### config.mk
export PLATFORM = sky130hd
export DESIGN_NAME = mrdp_div
export DESIGN_NICKNAME = d
export VERILOG_FILES = /design/src/sv/mrdp_pkg.sv /design/src/sv/mrdp_div.sv
export SDC_FILE = /design/constraint.sdc
export NUM_CORES = 1
export LEC_CHECK = 0
export BUFFER_PORTS_ARGS = -buffer_cell sky130_fd_sc_hd__buf_2
export CAP_MARGIN = 20
export CORE_MARGIN = 1.5
export CORE_UTILIZATION = 40
export DETAILED_ROUTE_END_ITERATION = 10
export GPL_ROUTABILITY_DRIVEN = 0
export MAX_ROUTING_LAYER = met4
export PLACE_DENSITY = 0.71
export SLEW_MARGIN = 20
export SYNTH_ARGS = -nofsm -noshare
export SYNTH_HDL_FRONTEND = slang
export SYNTH_SLANG_ARGS = --single-unit
### constraint.sdc
create_clock -name aclk -period 9.4 [get_ports aclk]
set_clock_uncertainty 0.1 [all_clocks]
set_input_delay 1.88 -clock aclk [delete_from_list [all_inputs] [get_ports aclk]]
set_output_delay 1.88 -clock aclk [all_outputs]
set_load 0.005 [all_outputs]
### src/sv/mrdp_pkg.sv
// Package for the drive pilot: payload structs, codes, shared constants.
`default_nettype none
package mrdp_pkg;

    typedef struct packed {
        logic [31:0]        now_ms;
        logic signed [31:0] plan_velocity;
        logic signed [31:0] plan_turn_rate;
        logic signed [31:0] dist_reference;
        logic signed [31:0] dist_measured;
        logic signed [31:0] heading_reference;
        logic signed [31:0] heading_measured;
        logic signed [31:0] heading_lead;
        logic               heading_enable;
        logic               within_tolerance;
        logic               idle_before;
        logic               idle_after;
    } in_item_t;

    typedef struct packed {
        logic signed [31:0] velocity_cmd;
        logic signed [31:0] turn_rate_cmd;
        logic [1:0]         stage_code;
    } out_item_t;

    localparam logic [2:0] REG_LIN_TAU  = 3'd0;
    localparam logic [2:0] REG_ANG_TAU  = 3'd1;
    localparam logic [2:0] REG_GAIN_P   = 3'd2;
    localparam logic [2:0] REG_GAIN_D   = 3'd3;
    localparam logic [2:0] REG_DIST_P   = 3'd4;
    localparam logic [2:0] REG_TRIM_LIM = 3'd5;

    localparam logic [1:0] STAGE_NOTHING = 2'd0;
    localparam logic [1:0] STAGE_TWIST   = 2'd1;
    localparam logic [1:0] STAGE_ZERO    = 2'd2;

    localparam int unsigned MS_PER_S = 1000;

    typedef enum logic [1:0] {
        DIV_IDLE,
        DIV_RUN,
        DIV_DONE
    } div_state_t;

    typedef struct packed {
        logic        start;
        logic [63:0] num;
        logic [63:0] den;
    } div_req_t;

    typedef struct packed {
        logic        done;
        logic [63:0] quo;
    } div_rsp_t;

    function automatic logic signed [31:0] sat32(input logic signed [65:0] v);
        if (v > 66'sd2147483647) begin
            return 32'sh7FFFFFFF;
        end
        if (v < -66'sd2147483648) begin
            return 32'sh80000000;
        end
        return v[31:0];
    endfunction

endpackage
`default_nettype wire

### src/sv/mrdp_div.sv
// Shared restoring divider, one quotient bit per cycle, unsigned 64 by 64.
`default_nettype none
module mrdp_div
    import mrdp_pkg::*;
(
    input  wire logic     aclk,
    input  wire logic     aresetn,
    input  wire div_req_t req,
    output div_rsp_t      rsp
);
    div_state_t  state_reg, state_next;
    logic [63:0] quo_reg, rem_reg, den_reg;
    logic [5:0]  cnt_reg;
    logic [64:0] trial;

    assign trial = {rem_reg, quo_reg[63]} - {1'b0, den_reg};

    always_comb begin
        state_next = state_reg;
        case (state_reg)
            DIV_IDLE: if (req.start) state_next = DIV_RUN;
            DIV_RUN:  if (cnt_reg == 6'd63) state_next = DIV_DONE;
            DIV_DONE: state_next = DIV_IDLE;
            default:  state_next = DIV_IDLE;
        endcase
    end

    always_comb begin
        rsp.done = (state_reg == DIV_DONE);
        rsp.quo  = quo_reg;
    end

    always_ff @(posedge aclk) begin
        if (!aresetn) begin
            state_reg <= DIV_IDLE;
            cnt_reg   <= '0;
        end else begin
            state_reg <= state_next;
            if (state_reg == DIV_RUN) cnt_reg <= cnt_reg + 6'd1;
            else cnt_reg <= '0;
        end
        if (state_reg == DIV_IDLE && req.start) begin
            quo_reg <= req.num;
            rem_reg <= '0;
            den_reg <= req.den;
        end else if (state_reg == DIV_RUN) begin
            if (!trial[64]) begin
                rem_reg <= trial[63:0];
                quo_reg <= {quo_reg[62:0], 1'b1};
            end else begin
                rem_reg <= {rem_reg[62:0], quo_reg[63]};
                quo_reg <= {quo_reg[62:0], 1'b0};
            end
        end
    end
endmodule
`default_nettype wire

# --- Word-level counts from Yosys, hierarchy flattened ---
# Cells that the tools add are included.
word_totals:
  regBits: 200
  out_inout_bits: 65
op_classes:
  addsub: 2
  n_eq_ne: 5
  n_mux: 7
  reduce_logical: 5
op_table:
  columns: ["operator", "n"]
  rows:
  - ["$mux 64", 3]
  - ["$sub 65x64->65", 1]
  - ["$add 6x1->6 const B", 1]
  - ["$eq 6x6->1 const B", 1]
  - ["$mux 2", 2]
  - ["$ne 2x2->1 const B", 2]
  - ["$pmux 2 s2", 1]
  - ["$reduce_and 2->1", 2]
  - ["$eq 2x1->1 const B", 1]
  - ["$eq 2x2->1 const B", 1]
  - ["$logic_not 2->1", 1]
  - ["$reduce_bool 2->1", 1]
  - ["$logic_and 1x1->1", 1]
  - ["$mux 1", 1]

# --- Logic depth before layout (Yosys ltp) ---
# Gate-level depths: netlist (run 1).
logic_depth:
  depth_word: 4
  depth_mapped: 16
  ltp_nobuf: 14

# --- Worst setup path after synthesis (run 1) ---
# No wires, ideal clock.
synth_timing:
  kind: "input to register"
  start: "input req[128] (netlist name)"
  end: "register den_reg[0], enable pin"
  setup_time_ns: 0.453
  t_arrival_ns: 4.291
  path_slack_ns: 4.557
  stages: 4
  path_buffers: 2
  cell_sequence: "nand2_1 > inv_1 > clkbuf_1 > buf_1"
synth_via:
  elab_chain_cells: 1
synth_rtl:
  columns: ["item", "line_no", "text"]
  rows:
  - ["start, declared", "mrdp_div.sv:8", "input wire div_req_t req,"]
  - ["$logic_and 1x1->1", "mrdp_div.sv:42", "if (state_reg == DIV_IDLE && req.start) begin"]
  - ["end signal, assigned", "mrdp_div.sv:45", "den_reg <= req.den;"]
  - ["end, declared", "mrdp_div.sv:12", "logic [63:0] quo_reg, rem_reg, den_reg;"]
# Every way passes these cells.
# A chain may end at the register's enable or synchronous reset.

# --- Worst setup path in the final report (run 1) ---
layout_timing:
  start: "register quo_reg[63]"
  end: "register rem_reg[60]"
layout_via:
  elab_chain_cells: 2
layout_rtl:
  columns: ["item", "line_no", "text"]
  rows:
  - ["start, declared", "mrdp_div.sv:12", null]
  - ["start signal, assigned", "mrdp_div.sv:43", "quo_reg <= req.num;"]
  - ["start signal, assigned", "mrdp_div.sv:49", "quo_reg <= {quo_reg[62:0], 1'b1};"]
  - ["start signal, assigned", "mrdp_div.sv:52", "quo_reg <= {quo_reg[62:0], 1'b0};"]
  - ["$sub 65x64->65", "mrdp_div.sv:16", "assign trial = {rem_reg, quo_reg[63]} - {1'b0, den_reg};"]
  - ["$mux 64", "mrdp_div.sv:47", "if (!trial[64]) begin"]
  - ["end signal, assigned", "mrdp_div.sv:48", "rem_reg <= trial[63:0];"]
  - ["end signal, assigned", "mrdp_div.sv:51", "rem_reg <= {rem_reg[62:0], quo_reg[63]};"]
  - ["end, declared", "mrdp_div.sv:12", null]
# Every way passes these cells.

==> results.md, run 1 <==
* CTS clk-pin slew, worst paths at 0.10 ns
* Int Pwr at around 1800 uW
* Syn Area/Cell at just under 9 sq um
* Total gr overflow at 0
* Slew @ Worst Pin at 0.9266 ns
* Slew margin rel. at a little under two fifths
* Compound-Gate Fraction of Synth Area at 18.47%
* Top_reg_cell synth: edfxtp_1
* Sw frac at approximately 36%
* R2R setup slack at approximately 5.4 ns
* Layout cells sized above 1 at 17.86%
* HP Class: flip-flop to flip-flop
* Post-synth EDFFs at roughly 130
* First-pass GRT wire length at approximately 48000 um
* CTS root buf: clkbuf_16
* Setup WS pre-CTS at approximately 5.2 ns
* Sequential Area at between 5000 and 6000 sq um
* Synth-to-layout area growth at 16.44%
* Post-CTS setup buffer count at 0
* CP Capture Type: flip-flop
* Layer with the highest usage: met2
* Max_cap viols at 0
* Synth Area in Simple Gates at between 15 and 20%
* Kind of critical path: flip-flop to flip-flop
* Wire per inst at roughly 16 um
* Final setup fails at 0
* Multi-input combinational cell area at roughly 5700 sq um
* Clock Tree Buf Depth at 2
* Met3 global-route usage at 4.464%
* CP cell instances: inv_1, ha_1, fa_1, nor2b_2, o2111a_1, o41ai_2, a21oi_1, nor3_1, o21a_1, o41ai_2, xnor2_2, buf_4, nand2b_1, o211ai_1
* Setup TNS at 0 ns
* GRT Util Overall at between 20% and 30%
* Number of library cell types mapped by synthesis at 73
* Min Tclk post-route at about 4 ns
* Die X at between 150 and 200 um
* Routed Antenna Nets at 0
* Yosys warns at 0
* I/O pin count at 196
* Full die area at between 20000 and 30000 sq um
* DRT Pass-1 Iters at 5
* Max Slew Vio Count at 0
* LEAKAGE at roughly 0.006 uW
* Clock Latency Late Sink at 0.46 ns
* Post-Syn Nets at 1496
* Nets at approximately 1700
* Antenna violations before repair at 4
* Critical path arrival at roughly 4.2 ns
* CP max stage delay at between 0.5 and 0.6 ns
* CTS sink cnt at 200
* Synth top area share at around a third
* Status: finished, final reports clean
* Buf/Inv on CP at 2
* DRC at 0
* RSZ-0062 raised after global routing: false
* DRT iter0 DRCs at approximately 600
* Pwr per Cell Area at 208.4 nW/um^2
* Final worst-path cycle share at between 40% and 50%
* PostCTS Resize Cnt at 0
* TritonCTS Buffers at 17
* Mux cell area share after synthesis at about 1.1%
* Mapped Cells at around 1300
* Initial core utilization at around 40%
* Most used cell, CP: o41ai_2
* Final hold viol count at 0
* Most frequent cell after synthesis: nand2_1
* Commonest cells post-synth: nand2_1, edfxtp_1, a21oi_1, inv_1, nor2_1
* Core ar. at between 20000 and 30000 sq um
* Met1 global-route usage at roughly a quarter
* # hold bufs at CTS at 0
* Sequential share of power at around two fifths
* Cell taking the most area after synthesis: edfxtp_1
* DP HPWL at about 21000 um
* Vias per inst at between 5 and 6
* Worst path slowest cell: buf_4
* Clock Power Share at between 20% and 30%
* Final WS setup at ~5.4 ns
* Main combinational cell family by area after synthesis: compound AO/OA/AOI/OAI gates
* Final WL at between 20000 and 30000 um
* Vias in the first global route at 9503
* Xor/xnor share of the synthesized area at roughly 4.8%
* Row cnt at just over 60
* Req. time, crit path at 9.62 ns
* Htree depth at 4
* TritonCTS clock tree: yes
* Combinational share of power at between 30 and 40%
* Pin count of the biggest net entering global routing at between 70 and 80
* Main area contributors after synthesis: edfxtp_1, dfxtp_1, nand2_1, ha_1, a21oi_1
* Fillers at around 2800
* Buffers added on ports at ~200
* Die Span Y at between 150 and 200 um
* Asr flop ratio synth at 0%
* Crit path launch type: flip-flop
* Cell family with most CP delay: compound AO/OA/AOI/OAI gates
* Synth Cell Area at roughly 12000 sq um
* P_sw at ~1000 uW
* DR vias at 9791
* Post-synthesis register bit count at 200
* Worst vdd ir at 0.1329 mV
* Seq/Total Area, Yosys at roughly 46%
* Util after Layout at between 40% and 50%
* Met2 usage at 33.74%
* Post-synthesis adder-cell area fraction at 7.199%
* Max Clock Freq at 250.2 MHz
* Crit path max fanout at 61
## power groups by stage
stage          Clock (uW)  Combinational (uW)  Sequential (uW)
2_1_floorplan           0                 643             1140
5_1_grt               859                 961             1150
3_5_place_dp            0                 854             1150
6_report              811                 863             1140
3_3_place_gp            0                 839             1150
4_1_cts               830                 860             1140
## layout make-up
type	count	share of cell area, %
inverters	85	2.386
repair buffers	203	7.687
multi-input cells	947	42.15
well taps	384	3.565
clock buffers	17	3.156
diodes	5	0.09283
clock inverters	15	1.755
flip-flops and latches	200	39.21
## metrics by stage
stage / cell area [sq um] / hold WS [ns] / total power (uW) / instances
5_1_grt: 13480 / 0.3932 / 2971 / 1855
3_5_place_dp: 12800 / 0.3485 / 2007 / 1819
2_1_floorplan: 11570 / 0.3175 / 1785 / 1299
3_3_place_gp: 12800 / 0.3340 / 1990 / 1819
4_1_cts: 13470 / 0.3659 / 2826 / 1851
6_report: 13480 / 0.3592 / 2809 / 1856
## path summary, 6_finish.rpt
kind,start,endpoint,depth (start not counted)
setup / recovery,quo_reg[63],rem_reg[60],14
hold / removal,cnt_reg[0],cnt_reg[0],1
setup reg to reg,quo_reg[63],rem_reg[60],14
hold reg to reg,cnt_reg[0],cnt_reg[0],1
## cell usage in the layout, fill, tap and decap left out, drive strengths merged, types with 3 or more instances in the layout
cell,synthesis,final
a32oi,4,4
a22o,5,5
clkinv,0,7
nor2,78,78
and3,6,6
or3,6,6
buf,25,203
xor2,24,24
dfxtp,72,72
mux2i,13,13
a41o,4,4
and2,5,5
o31ai,6,6
ha,65,65
inv,85,92
diode,0,5
a21oi,114,114
a31oi,7,7
o21ai,110,110
a21o,14,14
xnor2,39,39
o31a,6,6
nor4,3,3
nand4,19,19
nand3,22,22
o41ai,4,4
nand2b,9,9
a22oi,7,7
clkbuf,42,17
o21a,12,12
nor3b,3,3
o21bai,15,15
nand2,293,293
a211oi,7,7
nor3,9,9
nor2b,11,11
edfxtp,128,128
## logic make-up after synthesis
logic type      Yosys count
simple gates            468
compound gates          337
flops                   200
buf+inv                 152
fa+ha+maj                66
xor+xnor                 63
mux                      13
## routing by layer
layer,wire [um],up-vias
li1,-,4864
met3,1965,40
met4,476,0
met1,12840,4562
met2,14160,325
met5,0,-
Power figures use the tool's default switching activity.
==> run 2, diff against run 1 <==
clock period = 3.79 ns   (was 9.4 ns; I/O delays follow)
==> run 2 against run 1 <==
Final cell count grew 0.27%. Largest cell class unchanged. Register-to-register slack lost 5.1 ns. Global-route usage grew 0.21 points. Critical path type unchanged. Clock power grew 140%. Largest power group unchanged.
==> results.md, run 2 (synthesis gave the netlist of run 1 again) <==
* Power Total at roughly 6900 uW
* Routed Antenna Nets at 0
* Final hold viol count at 0
* Final setup fails at 0
* CTS sink cnt at 200
* Wire per inst at approximately 16 um
* DP HPWL at 22010 um
* Max Slew Vio Count at 0
* Total gr overflow at 0
* Slew margin rel. at between 40% and 50%
* DR vias at about 9700
* TritonCTS Buffers at 17
* LEAKAGE at roughly 0.006 uW
* Min Tclk post-route at roughly 3.5 ns
* CTS root buf: clkbuf_16
* Max Clock Freq at 285.8 MHz
* Vias per inst at 5.238
* Req. time, crit path at around 4.0 ns
* Buffers added on ports at a little under 200
* Layout cells sized above 1 at between 10% and 20%
* Pwr per Cell Area at about 500 nW/um^2
* First-pass GRT wire length at between 40000 and 50000 um
* CP Capture Type: flip-flop
* Row cnt at 62
* Slew @ Worst Pin at just over 0.8 ns
* Pin count of the biggest net entering global routing at about 70
* Setup TNS at 0 ns
* Critical Path Start: quo_reg[63]
* Status: finished, final reports clean
* DRC at 0
* DRT Pass-1 Iters at 5
* HP Class: flip-flop to flip-flop
* Most frequent cells in the layout: nand2_1, buf_2, edfxtp_1, a21oi_1, inv_1
* Htree depth at 4
* Final worst-path cycle share at ~92%
* Fillers at ~2800
* CTS clk-pin slew, worst paths at 0.08 ns
* Critical R2R Launch: quo_reg[63]
* Die X at ~170 um
* Antenna violations before repair at 3
* Crit path launch type: flip-flop
* Initial core utilization at 40.44%
* Worst vdd ir at 0.3435 mV
* Core ar. at about 29000 sq um
* Kind of critical path: flip-flop to flip-flop
* Clock Tree Buf Depth at 2
* Final WL at just under 30000 um
* Synth-to-layout area growth at 17.01%
* GRT Util Overall at slightly above 20%
* Full die area at 29970 sq um
* Nets at approximately 1700
* R2R setup slack at 0.29 ns
* Max_cap viols at 0
* DRT iter0 DRCs at between 600 and 700
* Vias in the first global route at roughly 9600
* TritonCTS clock tree: yes
* Clock Latency Late Sink at about 0.46 ns
* Most common cell after layout, fill and taps aside: nand2_1
* Crit path max fanout at between 40 and 50
* Die Span Y at 173.1 um
* I/O pin count at between 150 and 200
* Hold path start: cnt_reg[0]
* RSZ-0062 raised after global routing: false
* Critical path arrival at 3.73 ns
[run 2: cell types whose count changed in the layout (fill, tap and decap cells not counted), moves of 2 or more]
cell      change
inv_8         +2
diode_2       -2
clkinv_8      -3
buf_4         +4
buf_12        +2
[run 2: critical path, stage by stage, from the launching register on]
cell      delay, ns
edfxtp_1       0.36
inv_1          0.05
ha_1           0.22
fa_1           0.40
nor2b_2        0.17
o2111a_2       0.25
o41ai_2        0.10
a21oi_1        0.21
nor3_1         0.08
o21a_1         0.24
o41ai_4        0.27
xnor2_2        0.19
buf_4          0.21
buf_16         0.22
mux2i_1        0.21
o21ai_1        0.07
[run 2: metal layers]
layer  part of all wire [%]  vias up  track usage [%]  routed length, um
li1                       -     4852                -                  -
met1                     44     4507            25.53              12920
met2                     47      348            33.05              13900
met3                    7.5       40            4.771               2222
met4                    2.0        0            6.957                591
met5                      0        -                -                  0
[run 2: final cells by class]
| cell class | count | area, sq um | area share (%) |
|---|---|---|---|
| clock buffer | 17 | 425.4 | 3.141 |
| inverter | 85 | 321.6 | 2.374 |
| clock inverter | 15 | 195.2 | 1.441 |
| multi-input combinational | 947 | 5695 | 42.05 |
| sequential | 200 | 5285 | 39.02 |
| timing repair buffer | 210 | 1134 | 8.370 |
| antenna | 3 | 7.507 | 0.05543 |
| tap | 384 | 480.5 | 3.547 |
[run 2: final timing paths]
check | to | cells past startpoint
setup / recovery | rem_reg[19] | 15
hold / removal | cnt_reg[0] | 1
setup reg to reg | rem_reg[19] | 15
hold reg to reg | cnt_reg[0] | 1
[run 2: through the flow]
stage               std cells  cell area (sq um)  hold slack [ns]  worst slack, ns  util [%]
global placement         1824              12880           0.3330           0.2415     44.99
global route             1861              13540           0.3537          0.01105     47.32
detailed placement       1824              12880           0.3427           0.1741     44.99
CTS                      1856              13500           0.3501           0.1448     47.16
finish                   1861              13540           0.3465           0.2909     47.32
floorplan                1299              11570           0.3175          0.06860         -
[run 2: timing repair]
action	CTS	global route
setup endpoints to repair	0	62
resized for setup	0	4
buffers inserted	0	2
endpoints found under the hold margin	0	0
hold buffers	0	0
[run 2: report_power, final]
part           total, uW  switching (uW)  internal (uW)
registers           2820             182           2640
clock network       1920             959            961
logic               2190            1310            873
total               6920            2450           4470
==> run 3, diff against run 2 <==
CORE_UTILIZATION = 55   (was 40)
PLACE_DENSITY = 0.89   (was 0.71)
==> run 3 against run 2 <==
Core utilization is 18 points higher. Final cell count fell by 6.2%. Sequential power about the same. Final area down 0.84%. Setup slack got worse by 0.11 ns. First-iteration DRC count increased by 52%. Count of clock-buffer cells in the layout grew 1. Clock power decreased by 4%.
==> results.md, run 3 (synthesis gave the netlist of run 1 again) <==
* Status: finished, final reports clean
* Row cnt at 52
* Htree depth at 4
* Die Span Y at roughly 150 um
* Combinational share of power at between 30% and 40%
* TritonCTS Buffers at 17
* Max_cap viols at 0
* Most frequent cells in the layout: nand2_1, buf_2, edfxtp_1, a21oi_1, inv_1
* CTS root buf: clkbuf_16
* DRT Pass-1 Iters at 6
* # hold bufs at CTS at 0
* Final worst-path cycle share at 95.28%
* First-pass GRT wire length at roughly 47000 um
* I/O pin count at just under 200
* Max Slew Vio Count at 0
* Nets at between 1500 and 2000
* WHS Endpoint: cnt_reg[0]
* Full die area at ~22000 sq um
* RSZ-0062 raised after global routing: false
* LEAKAGE at 0.005951 uW
* Antenna violations before repair at 2
* Setup TNS at 0 ns
* Pin count of the biggest net entering global routing at 129
* P_sw at between 2000 and 2500 uW
* Layout cells sized above 1 at a little under a fifth
* CTS clk-pin slew, worst paths at about 0.090 ns
* Hold Path Depth at 1
* CP max stage delay at 0.38 ns
* Fillers at approximately 1600
* Int Pwr at roughly 4400 uW
* Clock Tree Buf Depth at 2
* Slew @ Worst Pin at around 0.87 ns
* Sequential share of power at approximately 41%
* DP HPWL at between 20000 and 25000 um
* Critical R2R Launch: den_reg[18]
* Critical path arrival at about 3.8 ns
* Wire per inst at approximately 17 um
* Initial core utilization at between 50 and 60%
* Buf/Inv on CP at 1
* Final setup fails at 0
* Final hold viol count at 0
* Worst hold slack at around 0.36 ns
* Final WL at between 20000 and 30000 um
* R2R setup slack at between 0.15 and 0.2 ns
* TritonCTS clock tree: yes
* Clock Power Share at about a quarter
* Kind of critical path: flip-flop to flip-flop
* Total gr overflow at 0
* Min Tclk post-route at roughly 3.6 ns
* Req. time, crit path at around 4 ns
* Vias in the first global route at 9941
* Hold path start: cnt_reg[0]
* GRT Util Overall at about 28%
* Pwr per Cell Area at between 500 and 600 nW/um^2
* Core ar. at slightly above 20000 sq um
* Vias per inst at around 6
* Crit Reg-Reg Endpoint: rem_reg[63]
* CP cell instances: inv_1, ha_1, a21oi_4, o21a_1, o221ai_1, or3_4, o21ai_4, o311ai_1, a211oi_2, a21oi_1, a311oi_1, xor2_1, o21ai_1
* Sw frac at approximately 36%
* Worst path slowest cell: edfxtp_1
* DRT iter0 DRCs at approximately 920
* Clock Latency Late Sink at approximately 0.45 ns
* Buffers added on ports at just under 200
* Max Clock Freq at 276.9 MHz
* Synth-to-layout area growth at 16.03%
* CP Capture Type: flip-flop
* CTS sink cnt at 200
* Worst reg2reg path depth at 13
* HP Class: flip-flop to flip-flop
* Most common cell after layout, fill and taps aside: nand2_1
* Die X at about 150 um
* Slew margin rel. at a little over two fifths
* Routed Antenna Nets at 0
* Crit path launch type: flip-flop
* DR vias at 10220
* Crit path max fanout at 8
* DRC at 0
* Worst vdd ir at 0.3210 mV
* Cell family with most CP delay: compound AO/OA/AOI/OAI gates
==> run 3: cell types whose count changed in the layout (fill, tap and decap cells not counted), sizes merged <==
cell    before  now
inv         93   91
bufinv       1    0
diode        3    2
clkbuf      17   19
buf        210  208
clkinv       6    8
==> run 3: worst reg2reg max path, stage by stage (launching register included) <==
cell and delay, ns:
edfxtp_1 0.38, inv_1 0.09, ha_1 0.37, a21oi_4 0.25, o21a_1 0.18, o221ai_1 0.17, or3_4 0.38, o21ai_4 0.21
o311ai_1 0.22, a211oi_2 0.38, a21oi_1 0.18, a311oi_1 0.37, xor2_1 0.18, o21ai_1 0.07
==> run 3: layer usage <==
layer	wire length [um]	part of all wire, %	global-route usage (%)	up-vias
li1	-	-	-	4851
met1	11790	40	32.92	4762
met2	14440	49	46.61	521
met3	2226	7.6	5.399	90
met4	949	3.2	11.78	0
met5	0	0	-	-
==> run 3: per-stage QoR <==
| stage | cells | instance area, sq um | setup slack [ns] | power, uW | util, % |
|---|---|---|---|---|---|
| floorplan | 1299 | 11570 | 0.06860 | 4427 | - |
| global placement | 1709 | 12750 | 0.3363 | 4925 | 62.43 |
| detailed placement | 1709 | 12760 | 0.2817 | 4998 | 62.45 |
| CTS | 1741 | 13370 | 0.1887 | 6847 | 65.42 |
| global route | 1745 | 13430 | 0.01986 | 7262 | 65.74 |
| finish | 1745 | 13430 | 0.1789 | 6902 | 65.74 |
==> run 3: final cells by class <==
class / count / area, sq um / share of cell area (%)
Antenna cell: 2 / 5.005 / 0.03726
Clock buffer: 18 / 429.2 / 3.195
Clock inverter: 14 / 177.7 / 1.323
Inverter: 85 / 321.6 / 2.394
Multi-Input combinational cell: 947 / 5700 / 42.44
Sequential cell: 200 / 5285 / 39.35
Tap cell: 270 / 337.8 / 2.515
Timing Repair Buffer: 209 / 1174 / 8.739
==> run 3: how the worst max path moves through the flow <==
stage | from | endpoint | slack [ns] | cells after the start
finish | den_reg[18] | rem_reg[63] | 0.18 | 13
global route | quo_reg[63] | rem_reg[23] | 0.02 | 15
CTS | den_reg[1] | rem_reg[53] | 0.19 | 13
detailed placement | quo_reg[63] | rem_reg[50] | 0.28 | 14
global placement | den_reg[1] | rem_reg[53] | 0.34 | 13
floorplan | req[128] | den_reg[0] | 0.07 | 4
==> run 3: what timing repair did <==
item,in CTS,in global routing
endpoints found under the setup margin,0,7
gates resized for setup,0,3
setup buffers,0,1
==> run 3: power by group through the flow <==
stage / clock (uW) / sequential [uW] / combinational (uW)
6_report: 1840 / 2830 / 2230
5_1_grt: 1950 / 2850 / 2460
4_1_cts: 1870 / 2820 / 2160
3_5_place_dp: 0 / 2860 / 2140
3_3_place_gp: 0 / 2850 / 2070
2_1_floorplan: 0 / 2830 / 1600
